## src/design/mlcc_pkg.sv

```systemverilog
`default_nettype none

package mlcc_pkg;

    // input field widths
    localparam int OPCODE_W  = 2;
    localparam int ADC_W     = 10;
    localparam int SECONDS_W = 32;
    localparam int MILLIS_W  = 10;
    localparam int BATT_W    = 12;

    // output field widths
    localparam int KIND_W    = 1;
    localparam int CHUNK_W   = 3;
    localparam int SLOT_W    = 7;
    localparam int LEVEL_W   = 8;

    // stream packing
    localparam int IN_DATA_W  = 64;
    localparam int IN_USER_W  = OPCODE_W;
    localparam int OUT_DATA_W = 80;
    localparam int OUT_USER_W = KIND_W;
    localparam int OUT_PAD_W  = OUT_DATA_W - (CHUNK_W + SLOT_W + LEVEL_W + 1 + SECONDS_W
                                              + MILLIS_W + BATT_W + 1);

    // accumulator
    localparam int SUM_W = 26;

    // fewer readings than this flag the sample
    localparam int FEW_LIMIT = 10;

    // configuration register indexes
    localparam logic [0:0] CFG_ZERO_LEVEL = 1'd0;
    localparam logic [0:0] CFG_MAX_LEVEL  = 1'd1;

    localparam logic [ADC_W-1:0]   ZERO_LEVEL_RST = 10'd512;
    localparam logic [LEVEL_W-1:0] MAX_LEVEL_RST  = 8'd255;

    // opcodes
    localparam logic [OPCODE_W-1:0] OP_READING = 2'd0;
    localparam logic [OPCODE_W-1:0] OP_TICK    = 2'd1;
    localparam logic [OPCODE_W-1:0] OP_START   = 2'd2;
    localparam logic [OPCODE_W-1:0] OP_STOP    = 2'd3;

    // record kinds
    localparam logic [KIND_W-1:0] KIND_SAMPLE   = 1'b0;
    localparam logic [KIND_W-1:0] KIND_TRUNCATE = 1'b1;

endpackage

`default_nettype wire

```

## src/design/mlcc_divider.sv

```systemverilog
`default_nettype none

module mlcc_divider #(
    parameter int DIVISOR_W = 15
) (
    input  wire                              clk,
    input  wire                              rst_n,
    input  wire                              start,
    input  wire  [mlcc_pkg::SUM_W-1:0]       dividend,
    input  wire  [DIVISOR_W-1:0]             divisor,
    output logic                             done,
    output logic [mlcc_pkg::SUM_W-1:0]       quotient
);
    import mlcc_pkg::*;

    localparam int CNT_W = $clog2(SUM_W);

    logic                 busy_reg, busy_next;
    logic                 done_reg, done_next;
    logic [CNT_W-1:0]     cnt_reg, cnt_next;
    logic [DIVISOR_W-1:0] rem_reg, rem_next;
    logic [SUM_W-1:0]     quo_reg, quo_next;
    logic [DIVISOR_W-1:0] dvs_reg, dvs_next;

    logic [DIVISOR_W:0]   trial;
    logic [DIVISOR_W:0]   diff;
    logic                 fits;

    // restoring division, one quotient bit per cycle; the dividend shifts
    // out of the top of quo_reg while quotient bits shift in at the bottom
    assign trial = {rem_reg, quo_reg[SUM_W-1]};
    assign diff  = trial - {1'b0, dvs_reg};
    assign fits  = !diff[DIVISOR_W];

    always_comb
    begin
        busy_next = busy_reg;
        done_next = 1'b0;
        cnt_next  = cnt_reg;
        rem_next  = rem_reg;
        quo_next  = quo_reg;
        dvs_next  = dvs_reg;
        if (start)
        begin
            busy_next = 1'b1;
            cnt_next  = '0;
            rem_next  = '0;
            quo_next  = dividend;
            dvs_next  = divisor;
        end
        else if (busy_reg)
        begin
            rem_next = fits ? diff[DIVISOR_W-1:0] : trial[DIVISOR_W-1:0];
            quo_next = {quo_reg[SUM_W-2:0], fits};
            cnt_next = cnt_reg + 1'b1;
            if (cnt_reg == CNT_W'(SUM_W - 1))
            begin
                busy_next = 1'b0;
                done_next = 1'b1;
            end
        end
    end

    always_ff @(posedge clk or negedge rst_n)
    begin
        if (!rst_n)
        begin
            busy_reg <= 1'b0;
            done_reg <= 1'b0;
            cnt_reg  <= '0;
        end
        else
        begin
            busy_reg <= busy_next;
            done_reg <= done_next;
            cnt_reg  <= cnt_next;
        end
    end

    always_ff @(posedge clk)
    begin
        rem_reg <= rem_next;
        quo_reg <= quo_next;
        dvs_reg <= dvs_next;
    end

    assign done     = done_reg;
    assign quotient = quo_reg;

endmodule

`default_nettype wire

```

## src/design/mic_level_chunk_collector_top.sv

```systemverilog
// A reading, start or stop is registered and handled in ST_EXEC before the next beat is taken;
// a stop record is registered into the output register from ST_EXEC.
// A collect tick runs a 26-step shift-subtract divider: ST_EXEC starts it, ST_DIV waits
// for its done, and ST_FIN registers the record before the next beat is taken.
// One item at a time; output backpressure stalls only items that emit a record.
// Reset (rst_n, async, low): all collection state cleared, registers to defaults.
`default_nettype none

module mic_level_chunk_collector_top #(
    parameter int SLOTS_PER_CHUNK = 128,
    parameter int CHUNK_COUNT     = 8,
    parameter int COUNT_WIDTH     = 16
) (
    input  wire                                  clk,
    input  wire                                  rst_n,
    // adc_value[9:0], now_seconds[41:10], now_millis[51:42], battery_mv[63:52]
    input  wire  [mlcc_pkg::IN_DATA_W-1:0]       s_axis_tdata,
    // opcode[1:0]
    input  wire  [mlcc_pkg::IN_USER_W-1:0]       s_axis_tuser,
    input  wire                                  s_axis_tvalid,
    output logic                                 s_axis_tready,
    // chunk_index[2:0], slot_index[9:3], level[17:10], chunk_opened[18],
    // start_seconds[50:19], start_millis[60:51], battery_level[72:61],
    // few_readings[73], zero[79:74]
    output logic [mlcc_pkg::OUT_DATA_W-1:0]      m_axis_tdata,
    // record_kind[0]
    output logic [mlcc_pkg::OUT_USER_W-1:0]      m_axis_tuser,
    // chunk_closed
    output logic                                 m_axis_tlast,
    output logic                                 m_axis_tvalid,
    input  wire                                  m_axis_tready,
    input  wire                                  cfg_valid,
    output logic                                 cfg_ready,
    input  wire  [0:0]                           cfg_index,
    input  wire  [mlcc_pkg::ADC_W-1:0]           cfg_data
);
    import mlcc_pkg::*;

    localparam int SW  = $clog2(SLOTS_PER_CHUNK);
    localparam int CW  = (CHUNK_COUNT > 1) ? $clog2(CHUNK_COUNT) : 1;
    localparam int DVW = COUNT_WIDTH - 1;

    localparam logic [SW-1:0] LAST_SLOT  = SW'(SLOTS_PER_CHUNK - 1);
    localparam logic [CW-1:0] LAST_CHUNK = CW'(CHUNK_COUNT - 1);

    localparam logic [1:0] ST_IDLE = 2'd0;
    localparam logic [1:0] ST_EXEC = 2'd1;
    localparam logic [1:0] ST_DIV  = 2'd2;
    localparam logic [1:0] ST_FIN  = 2'd3;

    logic [1:0]             state_reg, state_next;
    logic [OPCODE_W-1:0]    op_reg, op_next;
    logic [ADC_W-1:0]       adc_reg, adc_next;
    logic [SECONDS_W-1:0]   secs_reg, secs_next;
    logic [MILLIS_W-1:0]    msec_reg, msec_next;
    logic [BATT_W-1:0]      batt_reg, batt_next;

    logic [ADC_W-1:0]       zero_reg, zero_next;
    logic [LEVEL_W-1:0]     max_reg, max_next;

    logic                   collecting_reg, collecting_next;
    logic                   window_open_reg, window_open_next;
    logic [COUNT_WIDTH-1:0] count_reg, count_next;
    logic [SUM_W-1:0]       sum_reg, sum_next;
    logic [SECONDS_W-1:0]   win_sec_reg, win_sec_next;
    logic [MILLIS_W-1:0]    win_ms_reg, win_ms_next;
    logic [SECONDS_W-1:0]   chunk_sec_reg, chunk_sec_next;
    logic [CW-1:0]          chunk_reg, chunk_next;
    logic [SW-1:0]          slot_reg, slot_next;

    logic                   m_valid_reg, m_valid_next;
    logic [OUT_DATA_W-1:0]  m_data_reg, m_data_next;
    logic [OUT_USER_W-1:0]  m_kind_reg, m_kind_next;
    logic                   m_last_reg, m_last_next;

    logic                   in_accept;
    logic                   out_free;
    logic [ADC_W-1:0]       diff;
    logic [SUM_W-1:0]       base_sum;
    logic [COUNT_WIDTH-1:0] base_cnt;
    logic [SUM_W:0]         sum_ext;
    logic [SUM_W-1:0]       sum_sat;
    logic [COUNT_WIDTH-1:0] cnt_inc;
    logic [DVW-1:0]         half_cnt;
    logic [DVW-1:0]         divisor;
    logic                   div_start;
    logic                   div_done;
    logic [SUM_W-1:0]       quotient;
    logic [LEVEL_W-1:0]     level;
    logic                   opened;
    logic                   closed;
    logic                   few;
    logic [SECONDS_W-1:0]   rec_secs;
    logic [MILLIS_W-1:0]    rec_ms;
    logic [BATT_W-1:0]      rec_batt;
    logic [CW-1:0]          chunk_inc;

    assign s_axis_tready = (state_reg == ST_IDLE);
    assign in_accept     = s_axis_tvalid && s_axis_tready;
    assign out_free      = !m_valid_reg || m_axis_tready;
    assign cfg_ready     = 1'b1;

    // reading accumulate: |adc - zero| into a saturating sum
    assign diff     = (adc_reg >= zero_reg) ? adc_reg - zero_reg : zero_reg - adc_reg;
    assign base_sum = window_open_reg ? sum_reg : '0;
    assign base_cnt = window_open_reg ? count_reg : '0;
    assign sum_ext  = {1'b0, base_sum} + (SUM_W + 1)'(diff);
    assign sum_sat  = sum_ext[SUM_W] ? '1 : sum_ext[SUM_W-1:0];
    assign cnt_inc  = (base_cnt == '1) ? base_cnt : base_cnt + 1'b1;

    assign half_cnt = count_reg[COUNT_WIDTH-1:1];
    assign divisor  = (half_cnt == '0) ? DVW'(1) : half_cnt;

    mlcc_divider #(
        .DIVISOR_W (DVW)
    ) u_divider (
        .clk      (clk),
        .rst_n    (rst_n),
        .start    (div_start),
        .dividend (sum_reg),
        .divisor  (divisor),
        .done     (div_done),
        .quotient (quotient)
    );

    assign level     = (quotient > SUM_W'(max_reg)) ? max_reg : quotient[LEVEL_W-1:0];
    assign opened    = (slot_reg == '0);
    assign closed    = (slot_reg == LAST_SLOT);
    assign few       = (count_reg < COUNT_WIDTH'(FEW_LIMIT));
    assign rec_secs  = opened ? win_sec_reg : (closed ? chunk_sec_reg : '0);
    assign rec_ms    = opened ? win_ms_reg : '0;
    assign rec_batt  = opened ? batt_reg : '0;
    assign chunk_inc = (chunk_reg == LAST_CHUNK) ? '0 : chunk_reg + 1'b1;

    always_comb
    begin
        state_next       = state_reg;
        op_next          = op_reg;
        adc_next         = adc_reg;
        secs_next        = secs_reg;
        msec_next        = msec_reg;
        batt_next        = batt_reg;
        zero_next        = zero_reg;
        max_next         = max_reg;
        collecting_next  = collecting_reg;
        window_open_next = window_open_reg;
        count_next       = count_reg;
        sum_next         = sum_reg;
        win_sec_next     = win_sec_reg;
        win_ms_next      = win_ms_reg;
        chunk_sec_next   = chunk_sec_reg;
        chunk_next       = chunk_reg;
        slot_next        = slot_reg;
        m_valid_next     = m_valid_reg && !m_axis_tready;
        m_data_next      = m_data_reg;
        m_kind_next      = m_kind_reg;
        m_last_next      = m_last_reg;
        div_start        = 1'b0;

        if (cfg_valid)
        begin
            unique case (cfg_index)
                CFG_ZERO_LEVEL: zero_next = cfg_data;
                CFG_MAX_LEVEL:  max_next  = cfg_data[LEVEL_W-1:0];
                default:        ;
            endcase
        end

        unique case (state_reg)
            ST_IDLE:
            begin
                if (in_accept)
                begin
                    op_next    = s_axis_tuser;
                    adc_next   = s_axis_tdata[9:0];
                    secs_next  = s_axis_tdata[41:10];
                    msec_next  = s_axis_tdata[51:42];
                    batt_next  = s_axis_tdata[63:52];
                    state_next = ST_EXEC;
                end
            end
            ST_EXEC:
            begin
                unique case (op_reg)
                    OP_READING:
                    begin
                        if (collecting_reg)
                        begin
                            if (!window_open_reg)
                            begin
                                win_sec_next     = secs_reg;
                                win_ms_next      = msec_reg;
                                window_open_next = 1'b1;
                            end
                            sum_next   = sum_sat;
                            count_next = cnt_inc;
                        end
                        state_next = ST_IDLE;
                    end
                    OP_TICK:
                    begin
                        if (collecting_reg && count_reg != '0)
                        begin
                            div_start  = 1'b1;
                            state_next = ST_DIV;
                        end
                        else
                        begin
                            state_next = ST_IDLE;
                        end
                    end
                    OP_START:
                    begin
                        collecting_next = 1'b1;
                        state_next      = ST_IDLE;
                    end
                    OP_STOP:
                    begin
                        if (!collecting_reg)
                        begin
                            state_next = ST_IDLE;
                        end
                        else if (out_free)
                        begin
                            m_valid_next     = 1'b1;
                            m_kind_next      = KIND_TRUNCATE;
                            m_last_next      = 1'b0;
                            m_data_next      = {OUT_PAD_W'(0), 1'b0, BATT_W'(0), MILLIS_W'(0),
                                                SECONDS_W'(0), 1'b0, LEVEL_W'(slot_reg),
                                                SLOT_W'(LAST_SLOT), CHUNK_W'(chunk_reg)};
                            window_open_next = 1'b0;
                            sum_next         = '0;
                            count_next       = '0;
                            chunk_next       = chunk_inc;
                            slot_next        = '0;
                            collecting_next  = 1'b0;
                            state_next       = ST_IDLE;
                        end
                    end
                    default: ;
                endcase
            end
            ST_DIV:
            begin
                if (div_done)
                begin
                    state_next = ST_FIN;
                end
            end
            ST_FIN:
            begin
                if (out_free)
                begin
                    m_valid_next     = 1'b1;
                    m_kind_next      = KIND_SAMPLE;
                    m_last_next      = closed;
                    m_data_next      = {OUT_PAD_W'(0), few, rec_batt, rec_ms, rec_secs, opened,
                                        level, SLOT_W'(slot_reg), CHUNK_W'(chunk_reg)};
                    count_next       = '0;
                    sum_next         = '0;
                    window_open_next = 1'b0;
                    if (opened)
                    begin
                        chunk_sec_next = win_sec_reg;
                    end
                    if (closed)
                    begin
                        chunk_next = chunk_inc;
                        slot_next  = '0;
                    end
                    else
                    begin
                        slot_next = slot_reg + 1'b1;
                    end
                    state_next = ST_IDLE;
                end
            end
            default: ;
        endcase
    end

    always_ff @(posedge clk or negedge rst_n)
    begin
        if (!rst_n)
        begin
            state_reg       <= ST_IDLE;
            zero_reg        <= ZERO_LEVEL_RST;
            max_reg         <= MAX_LEVEL_RST;
            collecting_reg  <= 1'b0;
            window_open_reg <= 1'b0;
            count_reg       <= '0;
            sum_reg         <= '0;
            win_sec_reg     <= '0;
            win_ms_reg      <= '0;
            chunk_sec_reg   <= '0;
            chunk_reg       <= '0;
            slot_reg        <= '0;
            m_valid_reg     <= 1'b0;
        end
        else
        begin
            state_reg       <= state_next;
            zero_reg        <= zero_next;
            max_reg         <= max_next;
            collecting_reg  <= collecting_next;
            window_open_reg <= window_open_next;
            count_reg       <= count_next;
            sum_reg         <= sum_next;
            win_sec_reg     <= win_sec_next;
            win_ms_reg      <= win_ms_next;
            chunk_sec_reg   <= chunk_sec_next;
            chunk_reg       <= chunk_next;
            slot_reg        <= slot_next;
            m_valid_reg     <= m_valid_next;
        end
    end

    always_ff @(posedge clk)
    begin
        op_reg     <= op_next;
        adc_reg    <= adc_next;
        secs_reg   <= secs_next;
        msec_reg   <= msec_next;
        batt_reg   <= batt_next;
        m_data_reg <= m_data_next;
        m_kind_reg <= m_kind_next;
        m_last_reg <= m_last_next;
    end

    assign m_axis_tvalid = m_valid_reg;
    assign m_axis_tdata  = m_data_reg;
    assign m_axis_tuser  = m_kind_reg;
    assign m_axis_tlast  = m_last_reg;

endmodule

`default_nettype wire
```

## config.mk

```make
export PLATFORM = sky130hd
export DESIGN_NAME = mic_level_chunk_collector_top
export DESIGN_NICKNAME = d
export VERILOG_FILES = /design/src/design/mlcc_pkg.sv /design/src/design/mlcc_divider.sv /design/src/design/mic_level_chunk_collector_top.sv
export SDC_FILE = /design/constraint.sdc
export NUM_CORES = 1
export LEC_CHECK = 0
export ABC_AREA = 0
export BUFFER_PORTS_ARGS = -buffer_cell sky130_fd_sc_hd__buf_2
export CAP_MARGIN = 10
export CORE_MARGIN = 2
export CORE_UTILIZATION = 32
export CTS_BUF_LIST = sky130_fd_sc_hd__clkbuf_8
export CTS_CLUSTER_DIAMETER = 40
export CTS_CLUSTER_SIZE = 40
export DETAILED_ROUTE_END_ITERATION = 10
export GPL_TIMING_DRIVEN = 0
export PLACE_DENSITY = 0.44
export SLEW_MARGIN = 5
export SYNTH_ARGS = -nofsm -noshare
export SYNTH_HDL_FRONTEND = slang
export SYNTH_HIERARCHICAL = 1
export SYNTH_SLANG_ARGS = --single-unit
export TNS_END_PERCENT = 50
```

## constraint.sdc

```tcl
create_clock -name clk -period 5.39 [get_ports clk]
set_clock_uncertainty 0.05 [all_clocks]
set_input_delay 0 -clock clk [delete_from_list [all_inputs] [get_ports clk]]
set_output_delay 0 -clock clk [all_outputs]
set_load 0.01 [all_outputs]
```

Yosys cells after proc, flatten, opt, wreduce, memory -nomap -nowiden --
Cells that the tools add are included.
Operators by class: reductions and logical operators 26, mux-type cells 80, equality and inequality tests 20, magnitude comparators 3, add/subtract/negate cells 8, bitwise operators 2
Operators by type and width (number):
- two-way mux 80 bit | 4
- two-way mux 26 bit | 7
- one-hot mux 80 bit (2 select lines) | 1
- one-hot mux 26 bit (2 select lines) | 2
- two-way mux 16 bit | 5
- two-way mux 32 bit | 2
- one-hot mux 16 bit (2 select lines) | 2
- two-way mux 7 bit | 5
- adder 26 x 10 -> 27 bit | 1
- > comparator 26 x 8 -> 1 bit | 1
- two-way mux 1 bit | 24
- two-way mux 10 bit | 2
- subtractor 10 bit | 2
- two-way mux 3 bit | 6
- adder 16 x 1 -> 16 bit, second input constant | 1
- equality test 16 bit, second input constant | 1
- < comparator 16 x 4 -> 1 bit, second input constant | 1
- nonzero test 16 bit | 1
- subtractor 16 x 15 -> 16 bit | 1
- zero test 15 bit | 1
- two-way mux 15 bit | 1
- one-hot mux 7 bit (2 select lines) | 1
- two-way mux 12 bit | 1
- one-hot mux 1 bit (2 select lines) | 6
- other kinds (32) | 60
Storage, ports and cells: output and inout bits 85, logic and storage cells 166, flip-flop bits (word level) 360, input bits 82

Longest topological paths before layout --
depth in word-level cells 7, depth in mapped cells 20, mapped depth without buffers 17

By module --
The synthesis kept the hierarchy.
By module, submodules not included:
- mic_level_chunk_collector_top | cells an instance 1134, seq. area each 8003.9 um2, area each 13773.2 um2, times used 1
- mlcc_divider | cells an instance 322, seq. area each 1706.6 um2, area each 3533.4 um2, times used 1

Worst setup path after synthesis --
Ideal clock, no wire load.
path kind reg-to-reg, start reg adc_reg[0], end reg sum_reg[12], data arrival time 4.051 ns, path buffers 2, clock period less this slack 4.179 ns, cell stages (with the launch flop) 20, path slack 1.211 ns, required time 5.262 ns, setup time 0.078 ns, path through edfxtp_1 -> inv_1 -> ha_1 -> inv_1 -> fa_1 -> a21o_1 -> a21oi_2 -> a21oi_1 -> o41ai_2 -> buf_4 -> mux2_1 -> xor2_1 -> ha_1 -> nand2_1 -> a211o_1 -> a31o_4 -> a2111oi_4 -> buf_6 -> a21oi_1 -> o2bb2ai_1
On the way: longest elaborated chain between the ends 7, elaborated cells on any way between the ends 9, those cells by class add/sub: 3; order compare: 1; mux: 5
Ends and longest elaborated chain:
- start, declared | line mic_level_chunk_collector_top.sv:53 | logic [ADC_W-1:0] adc_reg, adc_next;
- start signal, assigned | line mic_level_chunk_collector_top.sv:321 | adc_reg <= adc_next;
- subtractor 10 bit / greater-or-equal comparator 10 bit (equally long branches) | line mic_level_chunk_collector_top.sv:104 | assign diff = (adc_reg >= zero_reg) ? adc_reg - zero_reg : zero_reg - adc_reg;
- two-way mux 10 bit * | line mic_level_chunk_collector_top.sv:104
- adder 26 x 10 -> 27 bit * | line mic_level_chunk_collector_top.sv:107 | assign sum_ext = {1'b0, base_sum} + (SUM_W + 1)'(diff);
- two-way mux 26 bit * | line mic_level_chunk_collector_top.sv:108 | assign sum_sat = sum_ext[SUM_W] ? '1 : sum_ext[SUM_W-1:0];
- two-way mux 26 bit * | line mic_level_chunk_collector_top.sv:187 | if (collecting_reg)
- one-hot mux 26 bit (2 select lines) * | line mic_level_chunk_collector_top.sv:184 | unique case (op_reg)
- one-hot mux 26 bit (2 select lines) * | line mic_level_chunk_collector_top.sv:169 | unique case (state_reg)
- end signal, assigned | line mic_level_chunk_collector_top.sv:308 | sum_reg <= sum_next;
- end, declared | line mic_level_chunk_collector_top.sv:64 | logic [SUM_W-1:0] sum_reg, sum_next;
Mark *: on every way between the ends. The rest lies on a longest branch, timed or not. The select of a mux whose other input is x is not followed. A chain may end at the register's enable or synchronous reset.

Worst setup path after layout --
start reg adc_reg[0], end reg sum_reg[13]
Same word-level chain as after synthesis.

==> results.cfg <==
[clock_network]
clk_pin_slew_worst_paths_ns = 0.07
cts_max_level = 2
cts_buffer_depth = 3
numClockSinks = 354
cts_tree = built
hold_buffers = 161
insertion_delay_ns = 0.68
ctsResizeCount = 0
cts-root-buf = clkbuf_8
cts_setup_buffers = 0
cts_buffers = 61

[sta]
setup_viol = 0
holdWs_ns = 0.04382
period_share_pct = 92.25
maxSlewViolCount = 0
hold_viol = 0
worstMarginPinSlew_ns = 1.062
slew_headroom_pct = 28.61
layout_min_cycle_time_ns = 4.972
max_freq_ghz = 0.2011
rsz0062_at_grt = false
fin_setup_tns_ns = 0

[pwr]
clkPwrFrac_pct = 24.8
pwr_density_cell_nw_per_um2 = 498.6
p_int_mw = 6.908
peakVddDrop_v = 0.0003011
p_sw_mw = 4.116
p_seq_share_pct = 38.8
pwr-share-comb_pct = 36.4
totalPowerFinal_mw = 11.02
power.leakage_nw = 9.143
sw_frac_of_total_pct = 37.33

[layout]
postLayoutCellArea_um2 = 22110
area_delta_synth_final_pct = 27.75
final_util_pct = 41.25
largest_register_ff_count = 74
insertedDiodeCount = 0
final_nets = 1997
layout-drive-gt1-share_pct = 24.63

[worst_setup_path]
r2r_slack_ns = 0.42
critPathMaxFanout = 9
cp.buffers_inverters = 3
cp_slowest_cell = a2111oi_4
critPathMaxStageDelay_ns = 0.50
required_ns = 5.91
path_cells = inv_1 -> ha_1 -> inv_1 -> fa_1 -> a21o_1 -> a21oi_2 -> a21oi_1 -> o41ai_2 -> buf_4 -> mux2_1 -> xor2_1 -> ha_1 -> nand2_1 -> a211o_1 -> a31o_4 -> a2111oi_4 -> nand2_1 -> o211ai_1
critPathKind = flip-flop to flip-flop
cp_data_arrival_time_ns = 5.50
rr_endpoint = sum_reg[13]
start_kind = flip-flop
r2r_start = adc_reg[0]
endpoint_kind = flip-flop
crit_start = adc_reg[0]
rr_worst_depth = 18
crit_cells = 18
critPathCapture = sum_reg[13]
critical-path-top-delay-family = compound AO/OA/AOI/OAI gates

[synthesis]
syn_avg_cell_area_um2 = 11.89
yosysMostFrequentCell = edfxtp_1
synth_seq_cells = 354
synth_common_cells = edfxtp_1, dfrtp_1, nand2_1, mux2_2, nor2_1
post-synth-top-area-cell = edfxtp_1
syn_inst = 1456
synth_top_area_share_pct = 31.75
seq_area_frac_synth_pct = 56.11
yosysWarnings = 6
synth_area_leaders = edfxtp_1, dfrtp_1, mux2_2
ys.flop_type = edfxtp_1
synth_edf_count = 183
synth_area_um2 = 17310
async_flop_share_pct = 44.07
ys_types = 95

[min_path]
hp-class = input pin to flip-flop

[global_route]
overflow = 0
grtUsageTotal_pct = 17.15
grt_pass1_wl_um = 74920
grt_pass1_vias = 12913
grt_max_degree = 106
antenna_found_initial = 0

[drt]
drt_first_pass_iters = 7
totalWireLength_um = 48450
vias_per_cell = 4.972
drc_errors = 0
drtIter0Drc = 810
wl_per_cell_um = 18.66
ant_nets = 0
vias = 12907

[floorplan]
placementRows = 85
ioPinCount = 167
core_um2 = 53600
initial_core_util_pct = 32.29
die_w_um = 236.6
die_area_um2 = 55960
die_height_um = 236.6

[placement]
dp_hpwl_um = 32610
placed_area_um2 = 19090
gp_congestion = 0.8136
port_buffers = 159

[run_status]
status = completed

[flow_run]
cap_violations = 0
[cell usage in the layout (no fill, tap or decap), types with 13 or more instances in the layout]
cell type / n
dfxtp_1: 15
inv_1: 77
dlygate4sd3_1: 160
o211ai_1: 13
nand3_1: 35
clkinvlp_4: 13
mux2i_1: 13
nand2_1: 113
dfrtp_1: 147
a22o_1: 37
o21ai_0: 73
and2_1: 38
edfxtp_1: 183
buf_2: 175
nand4_1: 18
and3_1: 18
ha_1: 64
nor3_1: 19
clkbuf_8: 65
nand2b_1: 18
mux2_2: 111
xnor2_1: 16
clkbuf_1: 43
a21oi_1: 61
nor2_1: 82
[per-stage QoR]
step / setup slack (ns) / std cells
3_3_place_gp: 0.05212 / 2316
3_5_place_dp: 0.3840 / 2319
4_1_cts: 0.3987 / 2596
2_1_floorplan: 1.211 / 1461
6_report: 0.4179 / 2596
5_1_grt: 0.1443 / 2596
[kinds of logic after synthesis]
| logic type | after synthesis | share of synthesized area (%) |
|---|---|---|
| AO/OA/AOI/OAI | 324 | 13.40 |
| XOR/XNOR | 27 | 1.366 |
| adder cells (fa/ha/maj) | 68 | 5.090 |
| buffers and inverters | 159 | 4.237 |
| flip-flops | 354 | 56.11 |
| multiplexers | 126 | 8.104 |
| other | 2 | 0.04339 |
| AND/OR/NAND/NOR | 396 | 11.65 |
[power by group through the flow]
stage	clock network (mW)	registers [mW]	logic, mW
6_report	2.74	4.27	4.01
5_1_grt	2.98	4.37	4.44
4_1_cts	2.84	4.28	4.03
3_5_place_dp	0	4.33	3.90
3_3_place_gp	0	4.35	3.83
2_1_floorplan	0	4.22	2.76
[worst min-delay path by stage]
stage	from	endpoint	slack (ns)	depth (start not counted)
floorplan	rst_n	chunk_reg[0]	-0.35	0
global placement	s_axis_tdata[53]	batt_reg[1]	0.13	1
detailed placement	rst_n	zero_reg[5]	-0.08	1
CTS	s_axis_tuser[1]	op_reg[1]	0.006	2
global route	s_axis_tuser[1]	op_reg[1]	0.006	2
finish	s_axis_tuser[1]	op_reg[1]	0.04	2
[worst reg2reg max path: stages (launching register included)]
cell and delay, ns:
edfxtp_1 0.45, inv_1 0.09, ha_1 0.17, inv_1 0.06
fa_1 0.40, a21o_1 0.19, a21oi_2 0.22, a21oi_1 0.13
o41ai_2 0.29, buf_4 0.25, mux2_1 0.35, xor2_1 0.18
ha_1 0.38, nand2_1 0.10, a211o_1 0.29, a31o_4 0.30
a2111oi_4 0.50, nand2_1 0.32, o211ai_1 0.19
[layer usage]
metal	wire (um)	track usage, %	vias to the layer above
li1	-	-	6164
met1	22280	23.02	6366
met2	22220	27.53	295
met3	2860	4.407	82
met4	1084	4.565	0
met5	0	0	-
[layout make-up]
class / count / area [um^2]
Clock inverter: 53 / 521.8
Clock buffer: 63 / 867.1
Multi-Input combinational cell: 948 / 6884
Fill cell: 5258 / 31490
Tap cell: 696 / 870.8
Timing Repair Buffer: 323 / 2517
Inverter: 75 / 286.5
Buffer: 84 / 451.7
Sequential cell: 354 / 9711
Power figures use the tool's default switching activity.
